--- config.mk ---
export PLATFORM = sky130hd
export DESIGN_NAME = spq_ctrl
export DESIGN_NICKNAME = d
export VERILOG_FILES = /design/src/hdl/spq_pkg.sv /design/src/hdl/spq_ctrl.sv
export SDC_FILE = /design/constraint.sdc
export NUM_CORES = 1
export LEC_CHECK = 0
export ABC_CLOCK_PERIOD_IN_PS = 900
export BUFFER_PORTS_ARGS = -buffer_cell sky130_fd_sc_hd__buf_4
export CAP_MARGIN = 20
export CORE_AREA = 2 2 39 41
export CTS_BUF_LIST = sky130_fd_sc_hd__clkbuf_8 sky130_fd_sc_hd__clkbuf_16
export DETAILED_ROUTE_END_ITERATION = 12
export DIE_AREA = 0 0 41 43
export HOLD_SLACK_MARGIN = 0.05
export PLACE_DENSITY = 0.41
export SYNTH_ARGS = -nofsm -noshare
export SYNTH_HDL_FRONTEND = slang
export SYNTH_SLANG_ARGS = --single-unit
--- constraint.sdc ---
create_clock -name clk_i -period 0.9 [get_ports clk_i]
set_input_delay 0.18 -clock clk_i [delete_from_list [all_inputs] [get_ports clk_i]]
set_output_delay 0.18 -clock clk_i [all_outputs]
set_load 0.02 [all_outputs]
--- src/hdl/spq_pkg.sv ---
`timescale 1ns / 1ps
package spq_pkg;

  localparam int unsigned DefDepth       = 32;
  localparam int unsigned DefHandleWidth = 8;
  localparam int unsigned KeyW           = 32;
  localparam int unsigned KindW          = 2;
  localparam int unsigned StatusW        = 2;

  typedef enum logic [KindW-1:0] {
    OP_INSERT      = 2'd0,
    OP_EXTRACT     = 2'd1,
    OP_REMOVE      = 2'd2,
    OP_REMOVE_UPTO = 2'd3
  } op_e;

  typedef enum logic [StatusW-1:0] {
    ST_OK   = 2'd0,
    ST_MISS = 2'd1,
    ST_DUP  = 2'd2,
    ST_FULL = 2'd3
  } status_e;

  typedef enum logic {
    S_IDLE = 1'b0,
    S_EXEC = 1'b1
  } state_e;

  // controller -> datapath
  typedef struct packed {
    logic capture;    // latch request and register the per-cell compares
    logic apply;      // commit insert / extract / remove and write the result
    logic drop_step;  // pop the head during remove-up-to
    logic finish;     // write the remove-up-to result
  } cmd_t;

  // datapath -> controller
  typedef struct packed {
    op_e  op;
    logic drop_more;  // head present and at or below the bound
  } sts_t;

endpackage

--- src/hdl/spq_ctrl.sv ---
`timescale 1ns / 1ps
module spq_ctrl (
  input  logic          clk_i,
  input  logic          rst_ni,
  input  logic          in_valid_i,
  output logic          in_stall_o,
  output logic          out_valid_o,
  input  logic          out_stall_i,
  input  spq_pkg::sts_t sts_i,
  output spq_pkg::cmd_t cmd_o
);
  import spq_pkg::*;

  state_e state_q, state_d;
  logic   out_valid_q, out_valid_d;
  logic   out_free;

  assign out_free = !out_valid_q || !out_stall_i;

  always_comb begin
    state_d = state_q;
    unique case (state_q)
      S_IDLE: begin
        if (in_valid_i) state_d = S_EXEC;
      end
      S_EXEC: begin
        if (sts_i.op == OP_REMOVE_UPTO) begin
          if (!sts_i.drop_more && out_free) state_d = S_IDLE;
        end else if (out_free) begin
          state_d = S_IDLE;
        end
      end
      default: state_d = S_IDLE;
    endcase
  end

  always_comb begin
    cmd_o      = '0;
    in_stall_o = 1'b1;
    unique case (state_q)
      S_IDLE: begin
        in_stall_o    = 1'b0;
        cmd_o.capture = in_valid_i;
      end
      S_EXEC: begin
        if (sts_i.op == OP_REMOVE_UPTO) begin
          cmd_o.drop_step = sts_i.drop_more;
          cmd_o.finish    = !sts_i.drop_more && out_free;
        end else begin
          cmd_o.apply = out_free;
        end
      end
      default: begin
        cmd_o = '0;
      end
    endcase
  end

  always_comb begin
    out_valid_d = out_valid_q;
    if (cmd_o.apply || cmd_o.finish) begin
      out_valid_d = 1'b1;
    end else if (!out_stall_i) begin
      out_valid_d = 1'b0;
    end
  end

  always_ff @(posedge clk_i or negedge rst_ni) begin
    if (!rst_ni) begin
      state_q     <= S_IDLE;
      out_valid_q <= 1'b0;
    end else begin
      state_q     <= state_d;
      out_valid_q <= out_valid_d;
    end
  end

  assign out_valid_o = out_valid_q;

endmodule

Yosys cells after proc, flatten, opt, wreduce, memory -nomap -nowiden
Index checks and enable logic that the tools add are counted.
{"block": "classes", "n_eq_ne": 2, "mux": 12, "bitwise_logic": 1, "reduce_logical": 6}
{"cell": "$mux W1", "n": 9}
{"cell": "$logic_not A1 Y1", "n": 3}
{"cell": "$mux W3", "n": 1}
{"cell": "$eq A2 B2 Y1 const B", "n": 1}
{"cell": "$logic_or A1 B1 Y1", "n": 2}
{"cell": "$mux W2", "n": 1}
{"cell": "$ne A2 B1 Y1 const B", "n": 1}
{"cell": "$pmux W1 S2", "n": 1}
{"cell": "$logic_and A1 B1 Y1", "n": 1}
{"cell": "$not A1 Y1", "n": 1}
{"block": "totals", "register_bits": 2, "in_bits": 7, "out_inout_bits": 6, "wordCells": 23}

Depth between registers and ports, before layout
Gate-level depths: netlist of the first run.
{"block": "depth", "word_depth": 7, "mapped_depth": 2, "ltp_nobuf": 2}

Least setup slack after synthesis of the first run
OpenSTA, ideal clock, no wires.
{"block": "synth_timing", "path_kind": "register to output", "startpoint": "reg state_q", "endpoint": "out cmd_o[0] (netlist bit)", "t_arrival_ps": 1052, "t_required_ps": 720, "slack_ps": -332, "path_stages_with_launch": 3, "path_buffers": 0, "cell_sequence": "dfrtp_1 -> a21bo_2 -> nor3_2"}
{"item": "start, declared", "line": "spq_ctrl.sv:14", "source": "state_e state_q, state_d;"}
{"item": "start signal, assigned", "line": "spq_ctrl.sv:73", "source": "state_q <= state_d;"}
{"item": "end, declared", "line": "spq_ctrl.sv:10", "source": "output spq_pkg::cmd_t cmd_o"}

==> qor.yml, run 1 <==
logic_synthesis:
  synthCells: 14
  ys_ff_latch: 2
  yosysSeqAreaShare_pct: 39.6
  synth_warnings: 0
  synth_top_area_cell: "dfrtp_1"
  avgSynthCellArea_um2: 9.03
  syn-num-nets: 21
  synth_area_leaders: "dfrtp_1, a21bo_2, nor3_2, a21oi_2, a22o_1"
  syn_area_um2: 126
  synth_cell_type_count: 11
  synth_top_cell_area_share_pct: 39.6
cts:
  tritoncts: "yes"
  clkTransAtPathRegs_ns: 0.03
  cts_root_buffer: "clkbuf_8"
  cts_buffers: 3
  clock_latency_ns: 0.21
  clock_sinks: 2
  clock_path_buffers: 2
  htreeDepth: 1
grt:
  antenna_found_initial: 0
  gr-total-overflow: 0
  grt_pass1_wl_um: 703
  grt_pass1_vias: 177
  grt_max_degree: 5
  grtUsageTotal_pct: 7.03
sta:
  fin_ws_ns: -0.362
  maxSlewHeadroom_pct: 87.6
  finalSetupViolations: 7
  rsz0062_at_grt: "true"
  tightest_slew_ns: 0.186
  fin_worst_skew_ns: 0.00377
  fin_crit_sh_pct: 140
  hold_violations: 0
  slew_violations: 0
  period_minus_slack_ns: 1.26
  fmax_mhz: 793
  fin_setup_tns_ns: -1.65
routing:
  final_antenna_net_count: 0
  drcViolationCount: 0
  drt-wirelength-per-cell_um: 10.4
  dr.pass1.iters: 2
  first_iter_violations: 4
  viasPerCell: 3.66
  via_count: 183
  routed_wl_um: 519
hold_path:
  hold_path_startpoint: "out_stall_i"
  hp-class: "in -> reg"
pwr:
  peakVddDrop_v: 0.000655
  power_density_nw_per_um2: 3330
  fin_total_pwr_mw: 1.25
  p_leak_nw: 0.173
finish:
  finalNonFillerCells: 50
  fin_util_pct: 27.2
  diodes: 0
  nNetsFinal: 43
  area_growth_pct: 198
  fin_area_um2: 377
  drive_above_1_share_pct: 79.4
setup_path:
  worst-path-max-fanout: 2
  cp-startpoint: "out_valid_o"
  reg2reg_from: "state_q"
  startpoint_type: "register"
  reg2reg_setup_slack_ns: -0.06
  cp-end-kind: "primary output"
  required_ns: 0.72
  path_class: "reg -> out"
  crit_arrival_ns: 1.08
run_status:
  outcome: "finished, violations left"
  violations: "setup timing"
placed_design:
  place_inst: 44
  gp_congestion: 0.550
  place_area_um2: 282
  io_buffers: 12
floorplanning:
  core_area_um2: 1380
  chipWidth_um: 41
  die_h_um: 43
  num_io_pins: 13
  initial_core_util_pct: 9.13
  fp.dieArea_um2: 1760
  rows: 14
job:
  maxCapViolCount: 0
-- per-layer routing --
metal,share of wire (%),track usage [%],vias up,routed length (um)
li1,-,-,89,-
met1,39,6.75,77,200
met2,40,7.50,15,209
met3,19,8.38,2,100
met4,1.5,6.00,0,8
met5,0,0,-,0
-- power breakdown --
| part | total, mW | internal, mW | switching [mW] |
|---|---|---|---|
| Clock | 0.345 | 0.282 | 0.0629 |
| Sequential | 0.181 | 0.143 | 0.0376 |
| Combinational | 0.729 | 0.411 | 0.318 |
-- Yosys cell counts --
cell     instances
inv_1            1
nand2_1          2
a21bo_2          1
a31oi_1          1
nor2_1           2
nor3_2           1
nand3_1          1
a22o_1           1
a21oi_2          1
dfrtp_1          2
and2b_2          1
-- layout by cell type, fill, tap and decap left out, drive strengths merged --
master,Yosys,routed
buf,0,16
clkbuf,0,3
nand2,2,2
dfrtp,2,2
nor2,2,2
inv,1,1
nand3,1,1
a21bo,1,1
a21oi,1,1
nor3,1,1
and2b,1,1
a31oi,1,1
a22o,1,1
dlygate4sd3,0,1
-- area by class of cell --
cell class / instances / area (um^2)
Fill cell: 157 / 1010
Timing Repair Buffer: 17 / 156
Sequential cell: 2 / 52.6
Multi-Input combinational cell: 11 / 100
Tap cell: 16 / 20.0
Clock buffer: 3 / 41.3
Inverter: 1 / 6.26
-- per-stage QoR --
step	setup slack, ns	hold WS [ns]
2_1_floorplan	-0.195	-0.116
3_3_place_gp	-0.169	-0.0345
3_5_place_dp	-0.176	-0.0325
4_1_cts	-0.368	0.245
5_1_grt	-0.406	0.259
6_report	-0.362	0.250
-- registers in the layout (all words and copies together), names as in the netlist --
register / flops
out_valid_o: 1
state_q: 1
-- final timing paths --
check / endpoint / cells past startpoint
worst max-delay path: cmd_o[0] / 3
worst min-delay path: out_valid_o / 2
min in group asynchronous: state_q / 2
worst min register to register: out_valid_o / 2
max in group asynchronous: out_valid_o / 2
worst max register to register: out_valid_o / 3
-- critical path, stage by stage, from the launching register on --
cell and delay, ns:
dfrtp_2 0.39, a21bo_4 0.23, nor3_4 0.11, buf_6 0.14
-- logic make-up (layout without fill, tap and decap cells) --
group,after synthesis,count (layout),synth area share (%)
simple gates,7,7,30.7
buf+inv,1,21,2.97
flops,2,2,39.6
compound gates,4,4,26.7
-- what timing repair did --
action | 4_1_cts | 5_1_grt
resized for setup | 7 | 2
hold buffers | 1 | 0
endpoints found under the hold margin | 2 | 0
endpoints found under the setup margin | 6 | 7
setup buffers | 1 | 1
pin swaps | 0 | 1
Power figures use the tool's default switching activity.
==> run 2, diff against run 1 <==
--- a/config.mk
+++ b/config.mk
@@ -17,3 +17,4 @@
 export SYNTH_ARGS = -nofsm -noshare
 export SYNTH_HDL_FRONTEND = slang
 export SYNTH_SLANG_ARGS = --single-unit
+export TNS_END_PERCENT = 5
==> qor.yml, run 2 (synthesis results as in run 1) <==
run_status:
  outcome: "finished, violations left"
  violations: "setup timing"
routing:
  drt-wirelength-per-cell_um: 11.4
  first_iter_violations: 3
  via_count: 193
  viasPerCell: 3.78
  drcViolationCount: 0
  routed_wl_um: 583
  dr.pass1.iters: 4
  final_antenna_net_count: 0
grt:
  grt_pass1_wl_um: 931
  antenna_found_initial: 0
  gr-total-overflow: 0
  grt_pass1_vias: 213
  grt_max_degree: 5
  grtUsageTotal_pct: 8.74
sta:
  period_minus_slack_ns: 1.28
  fin_crit_sh_pct: 142
  fin_ws_ns: -0.376
  fin_setup_tns_ns: -1.72
  tightest_slew_ns: 0.166
  maxSlewHeadroom_pct: 88.9
  rsz0062_at_grt: "true"
  fmax_mhz: 784
  finalSetupViolations: 7
  fin_worst_skew_ns: 0.00327
  hold_violations: 0
  slew_violations: 0
setup_path:
  timing.rr.end: "out_valid_o"
  worst-path-max-fanout: 2
  reg2reg_from: "state_q"
  cp-startpoint: "out_valid_o"
  required_ns: 0.72
  path_class: "reg -> out"
  rr_worst_depth: 3
  crit_path_top_delay_cell: "dfrtp_1"
  crit_arrival_ns: 1.10
  crit_end: "cmd_o[0]"
  worstPathCellList: "a21bo_4 > nor3_4 > buf_6"
  reg2reg_setup_slack_ns: -0.03
  critPathMaxStageDelay_ns: 0.38
  cp-end-kind: "primary output"
  startpoint_type: "register"
finish:
  seq_area_um2: 51.3
  fin_util_pct: 27.6
  final_cell_mix: "buf_4, buf_6, clkbuf_8"
  nNetsFinal: 43
  n_fill_cell: 152
  finalNonFillerCells: 51
  diodes: 0
  drive_above_1_share_pct: 77.1
  multi_input_comb_area_um2: 101
  area_growth_pct: 202
cts:
  clkTransAtPathRegs_ns: 0.03
  htreeDepth: 1
  clock_sinks: 2
  clock_path_buffers: 2
  clock_latency_ns: 0.21
  cts_buffers: 3
  cts_setup_buffers: 0
  cts_root_buffer: "clkbuf_8"
  tritoncts: "yes"
floorplanning:
  num_io_pins: 13
  rows: 14
  core_area_um2: 1380
  initial_core_util_pct: 9.13
  chipWidth_um: 41
  fp.dieArea_um2: 1760
  die_h_um: 43
pwr:
  p_leak_nw: 0.180
  peakVddDrop_v: 0.000673
  fin_total_pwr_mw: 1.26
  power_density_nw_per_um2: 3310
placed_design:
  place_hpwl_um: 452
  pre_cts_slack_ns: -0.156
  gp_congestion: 0.689
  place_inst: 46
  io_buffers: 12
hold_path:
  hp-class: "in -> reg"
  min_delay_path_depth: 3
job:
  maxCapViolCount: 0
[run 2: cell count changes in the layout (fill, tap and decap cells not counted), sizes merged]
cell / delta
inv: +1
[run 2: critical path, delay by kind of cell (launching register included)]
kind	cells	cell delay, ns
buf+inv	1	0.14
simple gates	1	0.12
flops	1	0.38
compound gates	1	0.24
[run 2: metrics by stage]
| stage | area (um^2) | hold WS, ns |
|---|---|---|
| 3_5_place_dp | 282 | -0.0347 |
| 3_3_place_gp | 282 | -0.0364 |
| 2_1_floorplan | 141 | -0.116 |
| 6_report | 382 | 0.274 |
| 4_1_cts | 369 | 0.250 |
| 5_1_grt | 382 | 0.296 |
[run 2: worst min path at each step]
stage | startpoint | endpoint
2_1_floorplan | rst_ni | out_valid_o
3_3_place_gp | rst_ni | out_valid_o
3_5_place_dp | rst_ni | out_valid_o
4_1_cts | in_valid_i | state_q
5_1_grt | in_valid_i | state_q
6_report | in_valid_i | state_q
[run 2: repair_timing]
item                                    CTS  global route
gates cloned                              0             0
endpoints found under the setup margin    7             8
endpoints found under the hold margin     2             0
gates resized for setup                   9             3
pin swaps                                 2             0
hold buffers                              1             0
[run 2: routing by layer]
| layer | vias to the layer above | global-route usage (%) | wire (um) | part of all wire [%] |
|---|---|---|---|---|
| met5 | - | 0 | 0 | 0 |
| met4 | 0 | 8.00 | 0 | 0 |
| met3 | 0 | 4.71 | 91 | 16 |
| met2 | 15 | 10.0 | 226 | 39 |
| met1 | 87 | 11.0 | 264 | 45 |
| li1 | 91 | - | - | - |
[run 2: cell type report]
| class | count | area share (%) |
|---|---|---|
| Timing Repair Buffer | 17 | 42.0 |
| Multi-Input combinational cell | 11 | 26.6 |
| Sequential cell | 2 | 13.4 |
| Clock buffer | 3 | 10.8 |
| Tap cell | 16 | 5.25 |
| Clock inverter | 1 | 0.984 |
| Inverter | 1 | 0.984 |
[run 2: power breakdown]
group | switching, mW | internal, mW | leakage (nW)
Sequential | 0.0357 | 0.139 | 0.0215
Clock | 0.0789 | 0.289 | 0.0269
Combinational | 0.317 | 0.402 | 0.132
